===== config.mk =====
export PLATFORM = sky130hd
export DESIGN_NAME = edge_level_interrupt_router_unit_flat
export DESIGN_NICKNAME = d
export VERILOG_FILES = /design/src/design/eli_pkg.sv /design/src/design/eli_if.sv /design/src/design/eli_tables.sv /design/src/design/eli_core.sv /design/src/design/eli_out.sv /design/src/design/edge_level_interrupt_router_unit.sv /design/src/flat_wrapper.sv
export SDC_FILE = /design/constraint.sdc
export NUM_CORES = 2
export LEC_CHECK = 0
export ABC_AREA = 0
export BUFFER_PORTS_ARGS = -buffer_cell sky130_fd_sc_hd__clkbuf_2
export CORE_MARGIN = 5
export CORE_UTILIZATION = 27
export CTS_CLUSTER_SIZE = 14
export DETAILED_ROUTE_END_ITERATION = 6
export SYNTH_ARGS = -nofsm -noshare
export SYNTH_HDL_FRONTEND = slang
export SYNTH_SLANG_ARGS = --single-unit

===== constraint.sdc =====
create_clock -name clk -period 24.9 [get_ports clk]
set_input_delay 3.735 -clock clk [delete_from_list [all_inputs] [get_ports clk]]
set_output_delay 3.735 -clock clk [all_outputs]
set_load 0.01 [all_outputs]

===== src/design/eli_pkg.sv =====
// Shared types, codes and helper functions of the interrupt router.
`default_nettype none
package eli_pkg;

  localparam int NUM_LINES_DEF = 64;
  localparam int WORD_W        = 64;
  localparam int LINE_W        = 6;
  localparam int CNT_W         = 7;
  localparam int ROW_W         = 3;
  localparam int TBL_ROWS      = 8;
  localparam int LANES         = 8;
  localparam int CFG_IDX_W     = 2;

  localparam logic [1:0] OP_LINE  = 2'd0;
  localparam logic [1:0] OP_READ  = 2'd1;
  localparam logic [1:0] OP_WRITE = 2'd2;

  localparam logic [3:0] SEL_ID       = 4'd0;
  localparam logic [3:0] SEL_MASK     = 4'd1;
  localparam logic [3:0] SEL_EDGE     = 4'd2;
  localparam logic [3:0] SEL_ENABLE   = 4'd3;
  localparam logic [3:0] SEL_CLEAR    = 4'd6;
  localparam logic [3:0] SEL_STATUS   = 4'd7;
  localparam logic [3:0] SEL_POLARITY = 4'd8;
  localparam logic [3:0] SEL_VECTOR   = 4'd9;
  localparam logic [3:0] SEL_ROUTE    = 4'd10;

  localparam logic [CFG_IDX_W-1:0] CFG_LINE_COUNT = 2'd0;
  localparam logic [CFG_IDX_W-1:0] CFG_IDENTITY   = 2'd1;

  localparam logic [CNT_W-1:0] LINE_COUNT_RST = 7'd64;
  localparam logic [7:0]       VEC_RST        = 8'h00;
  localparam logic [7:0]       RT_RST         = 8'h01;

  typedef enum logic [1:0] {TBL_NONE, TBL_VEC, TBL_RT} eli_tbl_src_t;

  typedef struct packed {
    logic [1:0]        operation;
    logic [LINE_W-1:0] line;
    logic              level;
    logic [3:0]        register_select;
    logic [2:0]        word_index;
    logic [2:0]        byte_offset;
    logic [1:0]        access_size;
    logic [WORD_W-1:0] write_data;
  } eli_item_t;

  // Work handed from the update stage to the output stage.
  typedef struct packed {
    logic [WORD_W-1:0] rd;
    eli_tbl_src_t      tbl_src;
    logic [2:0]        byte_offset;
    logic [1:0]        access_size;
    logic              c1_vld;
    logic              c1_lvl;
    logic [2:0]        c1_byte;
    logic              c2_vld;
    logic              c2_lvl;
    logic [2:0]        c2_byte;
  } eli_s1_t;

  typedef struct packed {
    logic              vec_we;
    logic              rt_we;
    logic [ROW_W-1:0]  wr_row;
    logic [LANES-1:0]  be;
    logic [WORD_W-1:0] wdata;
    logic              rd_en;
    logic [ROW_W-1:0]  a_row;
    logic [ROW_W-1:0]  b_row;
    logic [ROW_W-1:0]  rt_row;
  } eli_tbl_req_t;

  typedef struct packed {
    logic [WORD_W-1:0] vec_a;
    logic [WORD_W-1:0] vec_b;
    logic [WORD_W-1:0] rt;
  } eli_rows_t;

  function automatic logic [WORD_W-1:0] size_mask(input logic [1:0] size);
    logic [WORD_W-1:0] m;
    case (size)
      2'd0:    m = 64'h0000_0000_0000_00FF;
      2'd1:    m = 64'h0000_0000_0000_FFFF;
      2'd2:    m = 64'h0000_0000_FFFF_FFFF;
      default: m = '1;
    endcase
    return m;
  endfunction

  // Two-level priority encoder: lowest non-zero byte, then lowest bit in it.
  function automatic logic [LINE_W-1:0] lowest_bit(input logic [WORD_W-1:0] v);
    logic [LANES-1:0] nz;
    logic [2:0]       pos [LANES];
    logic [2:0]       grp;
    for (int g = 0; g < LANES; g++) begin
      nz[g]  = |v[8*g +: 8];
      pos[g] = 3'd0;
      for (int b = 7; b >= 0; b--) begin
        if (v[8*g + b]) pos[g] = 3'(b);
      end
    end
    grp = 3'd0;
    for (int g = LANES - 1; g >= 0; g--) begin
      if (nz[g]) grp = 3'(g);
    end
    return {grp, pos[grp]};
  endfunction

endpackage
`default_nettype wire


===== src/design/eli_if.sv =====
// Channel interfaces: line events and bus accesses, results, configuration writes.
`default_nettype none
interface eli_in_if;
  logic        valid;
  logic        ready;
  logic [1:0]  operation;
  logic [5:0]  line;
  logic        level;
  logic [3:0]  register_select;
  logic [2:0]  word_index;
  logic [2:0]  byte_offset;
  logic [1:0]  access_size;
  logic [63:0] write_data;

  modport source (output valid, operation, line, level, register_select, word_index,
                  byte_offset, access_size, write_data, input ready);
  modport sink (input valid, operation, line, level, register_select, word_index,
                byte_offset, access_size, write_data, output ready);
endinterface

interface eli_out_if;
  logic        valid;
  logic        ready;
  logic [63:0] read_data;
  logic        first_change_valid;
  logic [7:0]  first_change_target;
  logic        first_change_level;
  logic        second_change_valid;
  logic [7:0]  second_change_target;
  logic        second_change_level;

  modport source (output valid, read_data, first_change_valid, first_change_target,
                  first_change_level, second_change_valid, second_change_target,
                  second_change_level, input ready);
  modport sink (input valid, read_data, first_change_valid, first_change_target,
                first_change_level, second_change_valid, second_change_target,
                second_change_level, output ready);
endinterface

interface eli_cfg_if;
  logic        valid;
  logic        ready;
  logic [1:0]  reg_index;
  logic [63:0] wr_data;

  modport source (output valid, reg_index, wr_data, input ready);
  modport sink (input valid, reg_index, wr_data, output ready);
endinterface
`default_nettype wire


===== src/design/eli_tables.sv =====
// Vector and route byte tables with byte-lane writes and registered reads.
`default_nettype none
module eli_tables (
  input  wire logic                clk,
  input  wire logic                rst_n,
  input  wire eli_pkg::eli_tbl_req_t req,
  output eli_pkg::eli_rows_t       rows
);
  import eli_pkg::*;

  logic [WORD_W-1:0] vec_mem [TBL_ROWS];
  logic [WORD_W-1:0] rt_mem  [TBL_ROWS];
  logic [LANES-1:0]  vec_vld_r [TBL_ROWS];
  logic [LANES-1:0]  rt_vld_r  [TBL_ROWS];

  logic [WORD_W-1:0] a_data_r, b_data_r, rt_data_r;
  logic [LANES-1:0]  a_vld_r, b_vld_r, rt_vld_q_r;

  always_ff @(posedge clk) begin
    for (int k = 0; k < LANES; k++) begin
      if (req.vec_we && req.be[k]) vec_mem[req.wr_row][8*k +: 8] <= req.wdata[8*k +: 8];
      if (req.rt_we && req.be[k])  rt_mem[req.wr_row][8*k +: 8]  <= req.wdata[8*k +: 8];
    end
  end

  // A byte never written reads as its reset value.
  always_ff @(posedge clk) begin
    if (!rst_n) begin
      vec_vld_r <= '{default: '0};
      rt_vld_r  <= '{default: '0};
    end else begin
      if (req.vec_we) vec_vld_r[req.wr_row] <= vec_vld_r[req.wr_row] | req.be;
      if (req.rt_we)  rt_vld_r[req.wr_row]  <= rt_vld_r[req.wr_row] | req.be;
    end
  end

  always_ff @(posedge clk) begin
    if (req.rd_en) begin
      a_data_r   <= vec_mem[req.a_row];
      a_vld_r    <= vec_vld_r[req.a_row];
      b_data_r   <= vec_mem[req.b_row];
      b_vld_r    <= vec_vld_r[req.b_row];
      rt_data_r  <= rt_mem[req.rt_row];
      rt_vld_q_r <= rt_vld_r[req.rt_row];
    end
  end

  always_comb begin
    for (int k = 0; k < LANES; k++) begin
      rows.vec_a[8*k +: 8] = a_vld_r[k]    ? a_data_r[8*k +: 8]  : VEC_RST;
      rows.vec_b[8*k +: 8] = b_vld_r[k]    ? b_data_r[8*k +: 8]  : VEC_RST;
      rows.rt[8*k +: 8]    = rt_vld_q_r[k] ? rt_data_r[8*k +: 8] : RT_RST;
    end
  end

endmodule
`default_nettype wire


===== src/design/eli_core.sv =====
// Controller state, configuration registers and the combinational update logic.
`default_nettype none
module eli_core #(
  parameter int NUM_LINES = eli_pkg::NUM_LINES_DEF
) (
  input  wire logic                          clk,
  input  wire logic                          rst_n,
  input  wire logic                          s0_vld,
  input  wire eli_pkg::eli_item_t            s0_item,
  output logic                               s1_rdy,
  input  wire logic                          s2_rdy,
  output logic                               s1_vld,
  output eli_pkg::eli_s1_t                   s1,
  output eli_pkg::eli_tbl_req_t              tbl_req,
  input  wire logic                          cfg_we,
  input  wire logic [eli_pkg::CFG_IDX_W-1:0] cfg_idx,
  input  wire logic [eli_pkg::WORD_W-1:0]    cfg_data
);
  import eli_pkg::*;

  logic [CNT_W-1:0]  line_count_r;
  logic [WORD_W-1:0] ident_r;
  logic [WORD_W-1:0] mask_r, edge_r, en_r, pol_r, pend_r, insv_r, prev_r;
  logic [WORD_W-1:0] mask_nxt, edge_nxt, en_nxt, pol_nxt, pend_nxt, insv_nxt, prev_nxt;
  logic              s1_vld_r;
  eli_s1_t           s1_r, s1_nxt;

  logic              s0_fire;
  logic [WORD_W-1:0] width, lanes, data, b, v1, v2, insv_mid, rd_src;
  logic [5:0]        shamt;
  logic [LINE_W-1:0] n1, n2;
  logic              lvl1, in_range;
  eli_tbl_src_t      tbl_src;

  assign s1_rdy  = !s1_vld_r || s2_rdy;
  assign s0_fire = s0_vld && s1_rdy;
  assign s1_vld  = s1_vld_r;
  assign s1      = s1_r;

  assign width    = size_mask(s0_item.access_size);
  assign shamt    = {s0_item.byte_offset, 3'b000};
  assign lanes    = width << shamt;
  assign data     = (s0_item.write_data & width) << shamt;
  assign b        = {{(WORD_W-1){1'b0}}, 1'b1} << s0_item.line;
  assign in_range = ({1'b0, s0_item.line} < line_count_r) &&
                    ({1'b0, s0_item.line} < CNT_W'(NUM_LINES));

  always_comb begin
    mask_nxt = mask_r;
    edge_nxt = edge_r;
    en_nxt   = en_r;
    pol_nxt  = pol_r;
    pend_nxt = pend_r;
    insv_nxt = insv_r;
    prev_nxt = prev_r;
    insv_mid = insv_r;
    v1       = '0;
    v2       = '0;
    n1       = '0;
    n2       = '0;
    lvl1     = 1'b0;
    rd_src   = '0;
    tbl_src  = TBL_NONE;
    case (s0_item.operation)
      OP_LINE: begin
        if (in_range) begin
          if (s0_item.level) begin
            // Edge-mode lines latch only on a low-to-high transition.
            if (!edge_r[s0_item.line] || !prev_r[s0_item.line]) pend_nxt = pend_r | b;
            prev_nxt = prev_r | b;
          end else begin
            if (!edge_r[s0_item.line]) pend_nxt = pend_r & ~b;
            prev_nxt = prev_r & ~b;
          end
          lvl1 = s0_item.level;
          v1   = s0_item.level ? (b & pend_nxt & ~mask_r) : (b & insv_r & ~pend_nxt);
          n1   = lowest_bit(v1);
          if (|v1) begin
            if (s0_item.level) insv_nxt = insv_r | (64'd1 << n1);
            else               insv_nxt = insv_r & ~(64'd1 << n1);
          end
        end
      end
      OP_READ: begin
        unique case (s0_item.register_select)
          SEL_ID:       rd_src = ident_r;
          SEL_MASK:     rd_src = mask_r;
          SEL_EDGE:     rd_src = edge_r;
          SEL_ENABLE:   rd_src = en_r;
          SEL_STATUS:   rd_src = insv_r & ~mask_r;
          SEL_POLARITY: rd_src = pol_r;
          SEL_VECTOR:   tbl_src = TBL_VEC;
          SEL_ROUTE:    tbl_src = TBL_RT;
          default:      rd_src = '0;
        endcase
      end
      OP_WRITE: begin
        unique case (s0_item.register_select)
          SEL_MASK: begin
            // Newly unmasked lines may raise, newly masked ones may lower.
            mask_nxt = (mask_r & ~lanes) | data;
            lvl1     = 1'b1;
            v1       = mask_r & ~data & pend_r & ~mask_nxt;
            n1       = lowest_bit(v1);
            insv_mid = (|v1) ? (insv_r | (64'd1 << n1)) : insv_r;
            v2       = ~mask_r & data & insv_mid & ~pend_r;
            n2       = lowest_bit(v2);
            insv_nxt = (|v2) ? (insv_mid & ~(64'd1 << n2)) : insv_mid;
          end
          SEL_EDGE:     edge_nxt = (edge_r & ~lanes) | data;
          SEL_ENABLE:   en_nxt   = (en_r & ~lanes) | data;
          SEL_POLARITY: pol_nxt  = (pol_r & ~lanes) | data;
          SEL_CLEAR: begin
            if (|(edge_r & data)) begin
              pend_nxt = pend_r & ~data;
              v1       = data & insv_r & ~pend_nxt;
              n1       = lowest_bit(v1);
              insv_nxt = insv_r & ~data;
            end
          end
          default: ;
        endcase
      end
      default: ;
    endcase
  end

  always_comb begin
    s1_nxt.rd          = (rd_src >> shamt) & width;
    s1_nxt.tbl_src     = tbl_src;
    s1_nxt.byte_offset = s0_item.byte_offset;
    s1_nxt.access_size = s0_item.access_size;
    s1_nxt.c1_vld      = |v1;
    s1_nxt.c1_lvl      = (|v1) && lvl1;
    s1_nxt.c1_byte     = n1[2:0];
    s1_nxt.c2_vld      = |v2;
    s1_nxt.c2_lvl      = 1'b0;
    s1_nxt.c2_byte     = n2[2:0];
  end

  always_comb begin
    tbl_req.vec_we = s0_fire && (s0_item.operation == OP_WRITE) &&
                     (s0_item.register_select == SEL_VECTOR);
    tbl_req.rt_we  = s0_fire && (s0_item.operation == OP_WRITE) &&
                     (s0_item.register_select == SEL_ROUTE);
    tbl_req.wr_row = s0_item.word_index;
    for (int k = 0; k < LANES; k++) tbl_req.be[k] = lanes[8*k];
    tbl_req.wdata  = data;
    tbl_req.rd_en  = s0_fire;
    tbl_req.a_row  = (tbl_src == TBL_VEC) ? s0_item.word_index : n1[LINE_W-1:3];
    tbl_req.b_row  = n2[LINE_W-1:3];
    tbl_req.rt_row = s0_item.word_index;
  end

  always_ff @(posedge clk) begin
    if (!rst_n) begin
      line_count_r <= LINE_COUNT_RST;
      ident_r      <= '0;
    end else if (cfg_we) begin
      if (cfg_idx == CFG_LINE_COUNT) line_count_r <= cfg_data[CNT_W-1:0];
      if (cfg_idx == CFG_IDENTITY)   ident_r      <= cfg_data;
    end
  end

  always_ff @(posedge clk) begin
    if (!rst_n) begin
      mask_r   <= '1;
      edge_r   <= '0;
      en_r     <= '0;
      pol_r    <= '0;
      pend_r   <= '0;
      insv_r   <= '0;
      prev_r   <= '0;
      s1_vld_r <= 1'b0;
    end else begin
      if (s0_fire) begin
        mask_r <= mask_nxt;
        edge_r <= edge_nxt;
        en_r   <= en_nxt;
        pol_r  <= pol_nxt;
        pend_r <= pend_nxt;
        insv_r <= insv_nxt;
        prev_r <= prev_nxt;
      end
      if (s0_fire)     s1_vld_r <= 1'b1;
      else if (s2_rdy) s1_vld_r <= 1'b0;
    end
  end

  always_ff @(posedge clk) begin
    if (s0_fire) s1_r <= s1_nxt;
  end

  a_second_only_on_mask: assert property (@(posedge clk) disable iff (!rst_n)
    (s0_fire && (|v2)) |->
      (s0_item.operation == OP_WRITE && s0_item.register_select == SEL_MASK))
    else $error("second parent change outside a mask write");

  a_raise_sets_service: assert property (@(posedge clk) disable iff (!rst_n)
    (s0_fire && (|v1) && lvl1) |=> insv_r[$past(n1)])
    else $error("raised line not marked in service");

  a_no_spurious_service: assert property (@(posedge clk) disable iff (!rst_n)
    !(s0_fire && (|v1) && lvl1) |=> ((insv_r & ~$past(insv_r)) == '0))
    else $error("in-service bit set without a raise");

  a_ignored_line: assert property (@(posedge clk) disable iff (!rst_n)
    (s0_fire && s0_item.operation == OP_LINE && !in_range) |=>
      ($stable(pend_r) && $stable(insv_r) && $stable(prev_r)))
    else $error("out-of-range line event changed state");

endmodule
`default_nettype wire


===== src/design/eli_out.sv =====
// Output stage: table byte selection, read alignment and the result register.
`default_nettype none
module eli_out (
  input  wire logic              clk,
  input  wire logic              rst_n,
  input  wire logic              s1_vld,
  input  wire eli_pkg::eli_s1_t  s1,
  input  wire eli_pkg::eli_rows_t rows,
  output logic                   s2_rdy,
  eli_out_if.source              out_ch
);
  import eli_pkg::*;

  logic              out_vld_r;
  logic [WORD_W-1:0] rd_r, rd_nxt, tbl_row;
  logic              c1_vld_r, c1_lvl_r, c2_vld_r, c2_lvl_r;
  logic [7:0]        c1_tgt_r, c1_tgt_nxt, c2_tgt_r, c2_tgt_nxt;
  logic              s1_fire;

  assign s2_rdy  = !out_vld_r || out_ch.ready;
  assign s1_fire = s1_vld && s2_rdy;

  always_comb begin
    tbl_row    = (s1.tbl_src == TBL_VEC) ? rows.vec_a : rows.rt;
    rd_nxt     = (s1.tbl_src == TBL_NONE) ? s1.rd :
                 ((tbl_row >> {s1.byte_offset, 3'b000}) & size_mask(s1.access_size));
    c1_tgt_nxt = s1.c1_vld ? rows.vec_a[{s1.c1_byte, 3'b000} +: 8] : 8'h00;
    c2_tgt_nxt = s1.c2_vld ? rows.vec_b[{s1.c2_byte, 3'b000} +: 8] : 8'h00;
  end

  always_ff @(posedge clk) begin
    if (!rst_n) begin
      out_vld_r <= 1'b0;
    end else if (s1_fire) begin
      out_vld_r <= 1'b1;
    end else if (out_ch.ready) begin
      out_vld_r <= 1'b0;
    end
  end

  always_ff @(posedge clk) begin
    if (s1_fire) begin
      rd_r     <= rd_nxt;
      c1_vld_r <= s1.c1_vld;
      c1_tgt_r <= c1_tgt_nxt;
      c1_lvl_r <= s1.c1_lvl;
      c2_vld_r <= s1.c2_vld;
      c2_tgt_r <= c2_tgt_nxt;
      c2_lvl_r <= s1.c2_lvl;
    end
  end

  assign out_ch.valid                = out_vld_r;
  assign out_ch.read_data            = rd_r;
  assign out_ch.first_change_valid   = c1_vld_r;
  assign out_ch.first_change_target  = c1_tgt_r;
  assign out_ch.first_change_level   = c1_lvl_r;
  assign out_ch.second_change_valid  = c2_vld_r;
  assign out_ch.second_change_target = c2_tgt_r;
  assign out_ch.second_change_level  = c2_lvl_r;

endmodule
`default_nettype wire


===== src/design/edge_level_interrupt_router_unit.sv =====
// Top level of the 64-line edge/level interrupt router.
//
//   Channel  Dir  Carries
//   in_ch    in   line event or register access (operation, line, level, ...)
//   out_ch   out  read data and up to two parent line changes
//   cfg_ch   in   line_count (index 0) and identity word (index 1) writes
//
// One transaction is accepted per cycle while in_ch.ready is high; each gives
// exactly one result, after passing the input register, the state update with
// table read and the output register in turn. The state update for a transaction
// happens in the cycle in which it leaves the input register. Reset is
// synchronous and active low; the tables clear at once. A stalled output holds
// each stage in turn, and in_ch.ready drops only when all three stages are full.
// cfg_ch.ready is always high.
`default_nettype none
module edge_level_interrupt_router_unit #(
  parameter int NUM_LINES = eli_pkg::NUM_LINES_DEF
) (
  input wire logic  clk,
  input wire logic  rst_n,
  eli_in_if.sink    in_ch,
  eli_out_if.source out_ch,
  eli_cfg_if.sink   cfg_ch
);
  import eli_pkg::*;

  logic         s0_vld_r;
  eli_item_t    s0_item_r, in_item;
  logic         s1_rdy, s2_rdy, s1_vld, in_fire;
  eli_s1_t      s1;
  eli_tbl_req_t tbl_req;
  eli_rows_t    rows;

  assign in_ch.ready  = !s0_vld_r || s1_rdy;
  assign in_fire      = in_ch.valid && in_ch.ready;
  assign cfg_ch.ready = 1'b1;

  always_comb begin
    in_item.operation       = in_ch.operation;
    in_item.line            = in_ch.line;
    in_item.level           = in_ch.level;
    in_item.register_select = in_ch.register_select;
    in_item.word_index      = in_ch.word_index;
    in_item.byte_offset     = in_ch.byte_offset;
    in_item.access_size     = in_ch.access_size;
    in_item.write_data      = in_ch.write_data;
  end

  always_ff @(posedge clk) begin
    if (!rst_n) begin
      s0_vld_r <= 1'b0;
    end else if (in_fire) begin
      s0_vld_r <= 1'b1;
    end else if (s1_rdy) begin
      s0_vld_r <= 1'b0;
    end
  end

  always_ff @(posedge clk) begin
    if (in_fire) s0_item_r <= in_item;
  end

  eli_core #(.NUM_LINES(NUM_LINES)) u_core (
    .clk      (clk),
    .rst_n    (rst_n),
    .s0_vld   (s0_vld_r),
    .s0_item  (s0_item_r),
    .s1_rdy   (s1_rdy),
    .s2_rdy   (s2_rdy),
    .s1_vld   (s1_vld),
    .s1       (s1),
    .tbl_req  (tbl_req),
    .cfg_we   (cfg_ch.valid && cfg_ch.ready),
    .cfg_idx  (cfg_ch.reg_index),
    .cfg_data (cfg_ch.wr_data)
  );

  eli_tables u_tables (
    .clk   (clk),
    .rst_n (rst_n),
    .req   (tbl_req),
    .rows  (rows)
  );

  eli_out u_out (
    .clk    (clk),
    .rst_n  (rst_n),
    .s1_vld (s1_vld),
    .s1     (s1),
    .rows   (rows),
    .s2_rdy (s2_rdy),
    .out_ch (out_ch)
  );

endmodule
`default_nettype wire

===== src/flat_wrapper.sv =====
// flat-port wrapper written by rule: the top's interface ports become plain ports
module edge_level_interrupt_router_unit_flat import eli_pkg::*;
#(
  parameter int NUM_LINES = eli_pkg::NUM_LINES_DEF
)
  (clk, rst_n, in_ch_valid, in_ch_operation, in_ch_line, in_ch_level, in_ch_register_select, in_ch_word_index, in_ch_byte_offset, in_ch_access_size, in_ch_write_data, in_ch_ready, out_ch_valid, out_ch_read_data, out_ch_first_change_valid, out_ch_first_change_target, out_ch_first_change_level, out_ch_second_change_valid, out_ch_second_change_target, out_ch_second_change_level, out_ch_ready, cfg_ch_valid, cfg_ch_reg_index, cfg_ch_wr_data, cfg_ch_ready);
  eli_in_if in_ch_i ();
  eli_out_if out_ch_i ();
  eli_cfg_if cfg_ch_i ();
  input wire logic clk;
  input wire logic rst_n;
  input wire logic [$bits(in_ch_i.valid)-1:0] in_ch_valid;
  input wire logic [$bits(in_ch_i.operation)-1:0] in_ch_operation;
  input wire logic [$bits(in_ch_i.line)-1:0] in_ch_line;
  input wire logic [$bits(in_ch_i.level)-1:0] in_ch_level;
  input wire logic [$bits(in_ch_i.register_select)-1:0] in_ch_register_select;
  input wire logic [$bits(in_ch_i.word_index)-1:0] in_ch_word_index;
  input wire logic [$bits(in_ch_i.byte_offset)-1:0] in_ch_byte_offset;
  input wire logic [$bits(in_ch_i.access_size)-1:0] in_ch_access_size;
  input wire logic [$bits(in_ch_i.write_data)-1:0] in_ch_write_data;
  output wire logic [$bits(in_ch_i.ready)-1:0] in_ch_ready;
  output wire logic [$bits(out_ch_i.valid)-1:0] out_ch_valid;
  output wire logic [$bits(out_ch_i.read_data)-1:0] out_ch_read_data;
  output wire logic [$bits(out_ch_i.first_change_valid)-1:0] out_ch_first_change_valid;
  output wire logic [$bits(out_ch_i.first_change_target)-1:0] out_ch_first_change_target;
  output wire logic [$bits(out_ch_i.first_change_level)-1:0] out_ch_first_change_level;
  output wire logic [$bits(out_ch_i.second_change_valid)-1:0] out_ch_second_change_valid;
  output wire logic [$bits(out_ch_i.second_change_target)-1:0] out_ch_second_change_target;
  output wire logic [$bits(out_ch_i.second_change_level)-1:0] out_ch_second_change_level;
  input wire logic [$bits(out_ch_i.ready)-1:0] out_ch_ready;
  input wire logic [$bits(cfg_ch_i.valid)-1:0] cfg_ch_valid;
  input wire logic [$bits(cfg_ch_i.reg_index)-1:0] cfg_ch_reg_index;
  input wire logic [$bits(cfg_ch_i.wr_data)-1:0] cfg_ch_wr_data;
  output wire logic [$bits(cfg_ch_i.ready)-1:0] cfg_ch_ready;
  assign in_ch_i.valid = in_ch_valid;
  assign in_ch_i.operation = in_ch_operation;
  assign in_ch_i.line = in_ch_line;
  assign in_ch_i.level = in_ch_level;
  assign in_ch_i.register_select = in_ch_register_select;
  assign in_ch_i.word_index = in_ch_word_index;
  assign in_ch_i.byte_offset = in_ch_byte_offset;
  assign in_ch_i.access_size = in_ch_access_size;
  assign in_ch_i.write_data = in_ch_write_data;
  assign in_ch_ready = in_ch_i.ready;
  assign out_ch_valid = out_ch_i.valid;
  assign out_ch_read_data = out_ch_i.read_data;
  assign out_ch_first_change_valid = out_ch_i.first_change_valid;
  assign out_ch_first_change_target = out_ch_i.first_change_target;
  assign out_ch_first_change_level = out_ch_i.first_change_level;
  assign out_ch_second_change_valid = out_ch_i.second_change_valid;
  assign out_ch_second_change_target = out_ch_i.second_change_target;
  assign out_ch_second_change_level = out_ch_i.second_change_level;
  assign out_ch_i.ready = out_ch_ready;
  assign cfg_ch_i.valid = cfg_ch_valid;
  assign cfg_ch_i.reg_index = cfg_ch_reg_index;
  assign cfg_ch_i.wr_data = cfg_ch_wr_data;
  assign cfg_ch_ready = cfg_ch_i.ready;
  edge_level_interrupt_router_unit #(.NUM_LINES(NUM_LINES)) u_core (.clk(clk), .rst_n(rst_n), .in_ch(in_ch_i), .out_ch(out_ch_i), .cfg_ch(cfg_ch_i));
endmodule

==> results.toml <==
[final_layout]
design_area_um2 = 120000
fillCellCount = 40100
area_growth_pct = 13.6
final_cells = 15500
final_layout_size_suffix_gt1_share_pct = 12.8
final_nets = 10200

[worst_setup_path]
crit_start = "u_core.s0_item_r[68]"
crit_arrival_ns = 11.13
required_ns = 25.55
reg2reg_depth = 18
max_stage_delay_ns = 0.99
timing.rr.start = "u_core.s0_item_r[68]"
path_cells = "buf_4 > buf_4 > a21o_1 > a2111oi_0 > nor4_2 > nand3_1 > o211ai_1 > o21ba_1 > or4b_4 > a2111oi_4 > a21oi_1 > nand2_1 > and3_4 > buf_4 > buf_4 > mux2i_1 > a221oi_1 > a31o_2"
rr_endpoint = "u_core.u_tables.b_data_r[56]"
critical_path_class = "reg2reg"
end_kind = "flip-flop"
worst-path-buf-inv = 4
cp-start-kind = "flip-flop"
path_delay_family = "compound AO/OA/AOI/OAI gates"
critPathSlowestCell = "a21o_1"
worstPathMaxFanout = 68
cp_num_cells = 18
crit_path_end = "u_core.u_tables.b_data_r[56]"
reg2reg_slack_ns = 14.41
path_common_cell = "buf_4"

[sta]
period_share_pct = 42.1
clock.fmax_mhz = 95.4
rsz0062_at_grt = "false"
tightest_slew_ns = 1.55
slew_headroom_pct = -3.65
fin_skew_ns = 0.101
hold_viol = 0
min_period_ns = 10.49
fin_setup_tns_ns = 0
setup_viol = 0
drv_slew = 2

[clock_network]
clkLatencyLatePin_ns = 0.96
clk_pin_slew_ns = 0.06
postCtsSetupBuffers = 0
hold_buffers = 0
ctsResizeCount = 0
cts_tree = "yes"
cts_buffers = 225
htreeDepth = 4
clk_path_buf_depth = 4
numClockSinks = 2138
clockRootBuffer = "clkbuf_16"

[synth]
synth_area_um2 = 106000
syn_inst = 10100
yosysWarnings = 0
syn_avg_cell_area_um2 = 10.4
seq_area_frac_synth_pct = 54.5
synthArstFlopShare_pct = 0
synth_edf_count = 1488
synth_cell_types = 114
synth_flop_cell = "edfxtp_1"
synth_nets = 10300
synth_seq_cells = 2138

[placed_design]
place_hpwl_mm = 373
gp_congestion = 1.06
port_buffers = 240
place_area_um2 = 113000
placed_cells = 15100

[detailed_routing]
dr_total_vias = 91800
routed_wl_mm = 528
wl_per_cell_um = 34.1
vias_per_cell = 5.93
detail-route-antenna-nets = 0
dr.pass1.iters = 7
drc = 1
drtIter0Drc = 14800

[die]
initial_core_util_pct = 27.1
core_area_um2 = 390000
dieArea_um2 = 404000
die_y_um = 636
num_io_pins = 243
die_x_um = 636
row_count = 229

[global_route]
antenna_found_initial = 56
grt_max_degree = 140
grtUsageTotal_pct = 24.8
grt_pass1_wl_mm = 712
grt_pass1_vias = 84100
grt-ovfl-total = 0

[hold_path]
min_path_type = "reg2reg"
worstHoldPathCells = 0

[run_status]
status = "complete, but fails checks"
violations = "DRC, capacitance limit, slew limit"

[power]
power.density_nw_per_um2 = 67.0
p_leak_nw = 42.6
ir_worst_vdd_uv = 61.4

[flow_run]
drv_cap = 1
-- layout by cell type (no fill, tap or decap), types with 45 or more instances in the layout --
| master | n |
|---|---|
| nor2_1 | 616 |
| a31o_2 | 73 |
| mux2_2 | 167 |
| and3_1 | 48 |
| a22oi_1 | 705 |
| o21ai_0 | 681 |
| nor2b_1 | 307 |
| edfxtp_1 | 1488 |
| o22ai_1 | 66 |
| nand2b_1 | 63 |
| and2_1 | 51 |
| a211oi_1 | 54 |
| clkbuf_1 | 51 |
| clkbuf_16 | 227 |
| o211a_1 | 146 |
| a21oi_1 | 330 |
| o211ai_1 | 159 |
| a21boi_0 | 121 |
| dfxtp_1 | 650 |
| a221oi_1 | 143 |
| o31ai_1 | 45 |
| clkbuf_2 | 239 |
| a31oi_1 | 59 |
| nor3_1 | 95 |
| buf_4 | 296 |
| a22o_1 | 76 |
| inv_1 | 103 |
| clkinv_1 | 46 |
| mux4_2 | 57 |
| mux2i_1 | 398 |
| nand3_1 | 366 |
| nand2_1 | 1444 |
| nand4_1 | 142 |
-- worst register-to-register path: stages (launching register included) --
cell	delay (ns)
edfxtp_1	0.64
buf_4	0.59
buf_4	0.66
a21o_1	1.05
a2111oi_0	0.34
nor4_2	0.69
nand3_1	0.36
o211ai_1	0.52
o21ba_1	0.45
or4b_4	0.68
a2111oi_4	0.52
a21oi_1	0.27
nand2_1	0.30
and3_4	0.54
buf_4	0.85
buf_4	1.02
mux2i_1	0.38
a221oi_1	0.11
a31o_2	0.27
-- area by class of cell --
class / count / area (um2) / area share (%)
Sequential cell: 2138 / 57700 / 48.0
Multi-Input combinational cell: 7057 / 44900 / 37.4
Tap cell: 5197 / 6500 / 5.41
Clock buffer: 291 / 6050 / 5.03
Timing Repair Buffer: 544 / 3590 / 2.99
Clock inverter: 110 / 955 / 0.794
Inverter: 115 / 439 / 0.365
Antenna cell: 28 / 70.1 / 0.0583
-- power by group --
group | switching (mW) | total [mW] | internal [mW]
Clock | 1.50 | 3.34 | 1.84
Sequential | 0.0502 | 3.92 | 3.87
Combinational | 0.630 | 0.795 | 0.166
Total | 2.18 | 8.06 | 5.88
-- per-layer routing --
metal / share of wire (%) / GRT usage (%)
met5: 0.046 / 0
met4: 7.4 / 14.9
met3: 13 / 8.01
met2: 42 / 36.0
met1: 38 / 31.9
-- registers in the layout (all words and copies together) (netlist names), 80 cells and up, named ones only --
register,count
u_core.u_tables.rt_mem,512
u_core.s0_item_r,85
u_core.u_tables.vec_mem,512
u_core.u_core.s1,80
-- how the worst min path moves through the flow --
stage | start | slack [ns] | end
2_1_floorplan | u_core.u_core.s1[8] | 0.40 | u_core.u_out.out_ch.first_change_level
3_3_place_gp | u_core.u_core.s1[8] | 0.41 | u_core.u_out.out_ch.first_change_level
3_5_place_dp | u_core.u_core.s1[8] | 0.42 | u_core.u_out.out_ch.first_change_level
4_1_cts | u_core.u_core.s1[8] | 0.44 | u_core.u_out.out_ch.first_change_level
5_1_grt | u_core.u_core.s1[8] | 0.45 | u_core.u_out.out_ch.first_change_level
6_report | u_core.u_core.s1[8] | 0.44 | u_core.u_out.out_ch.first_change_level
-- Yosys cell counts, types with 55 or more instances --
master    number  area share (%)
a211oi_1      55            0.39
a21boi_0     121            0.86
a21oi_1      335             1.6
a221oi_1     144             1.2
a22o_1        76            0.63
a22oi_1      705             5.0
a31o_2        73            0.60
a31oi_1       61            0.36
buf_1         83            0.29
buf_2         93            0.44
clkbuf_1     633             2.2
dfxtp_1      650              12
edfxtp_1    1488              42
inv_1        106            0.38
mux2_2       167             1.8
mux2i_1      398             3.8
mux4_2        58             1.2
nand2_1     1448             5.1
nand2b_1      64            0.38
nand3_1      369             1.7
nand4_1      142            0.84
nor2_1       647             2.3
nor2b_1      311             1.8
nor3_1       102            0.48
o211a_1      146             1.4
o211ai_1     159             1.1
o21ai_0      682             3.2
o22ai_1       72            0.43
-- kinds of logic (layout without fill, tap and decap cells) --
kind of cell | Yosys count | count (layout) | synth area share [%]
AOI/OAI and AO/OA | 3030 | 3030 | 20.1
adders and majority gates | 5 | 5 | 0.0591
buffers and inverters | 947 | 1060 | 3.57
DFF | 2138 | 2138 | 54.5
muxes | 626 | 626 | 6.83
other | 2 | 30 | 0.00710
and+or+nand+nor | 3394 | 3394 | 14.8
-- metrics by stage --
stage | util, % | hold WS, ns | power (mW) | setup slack [ns]
final | 30.9 | 0.440 | 8.06 | 14.41
after global routing | 30.8 | 0.447 | 8.23 | 14.30
after CTS | 30.8 | 0.439 | 8.04 | 14.91
after detailed placement | 29.0 | 0.424 | 4.75 | 14.87
after global placement | 29.0 | 0.405 | 4.75 | 14.88
after floorplan | - | 0.400 | 4.33 | 12.84
(Power assumes the default switching activity.)
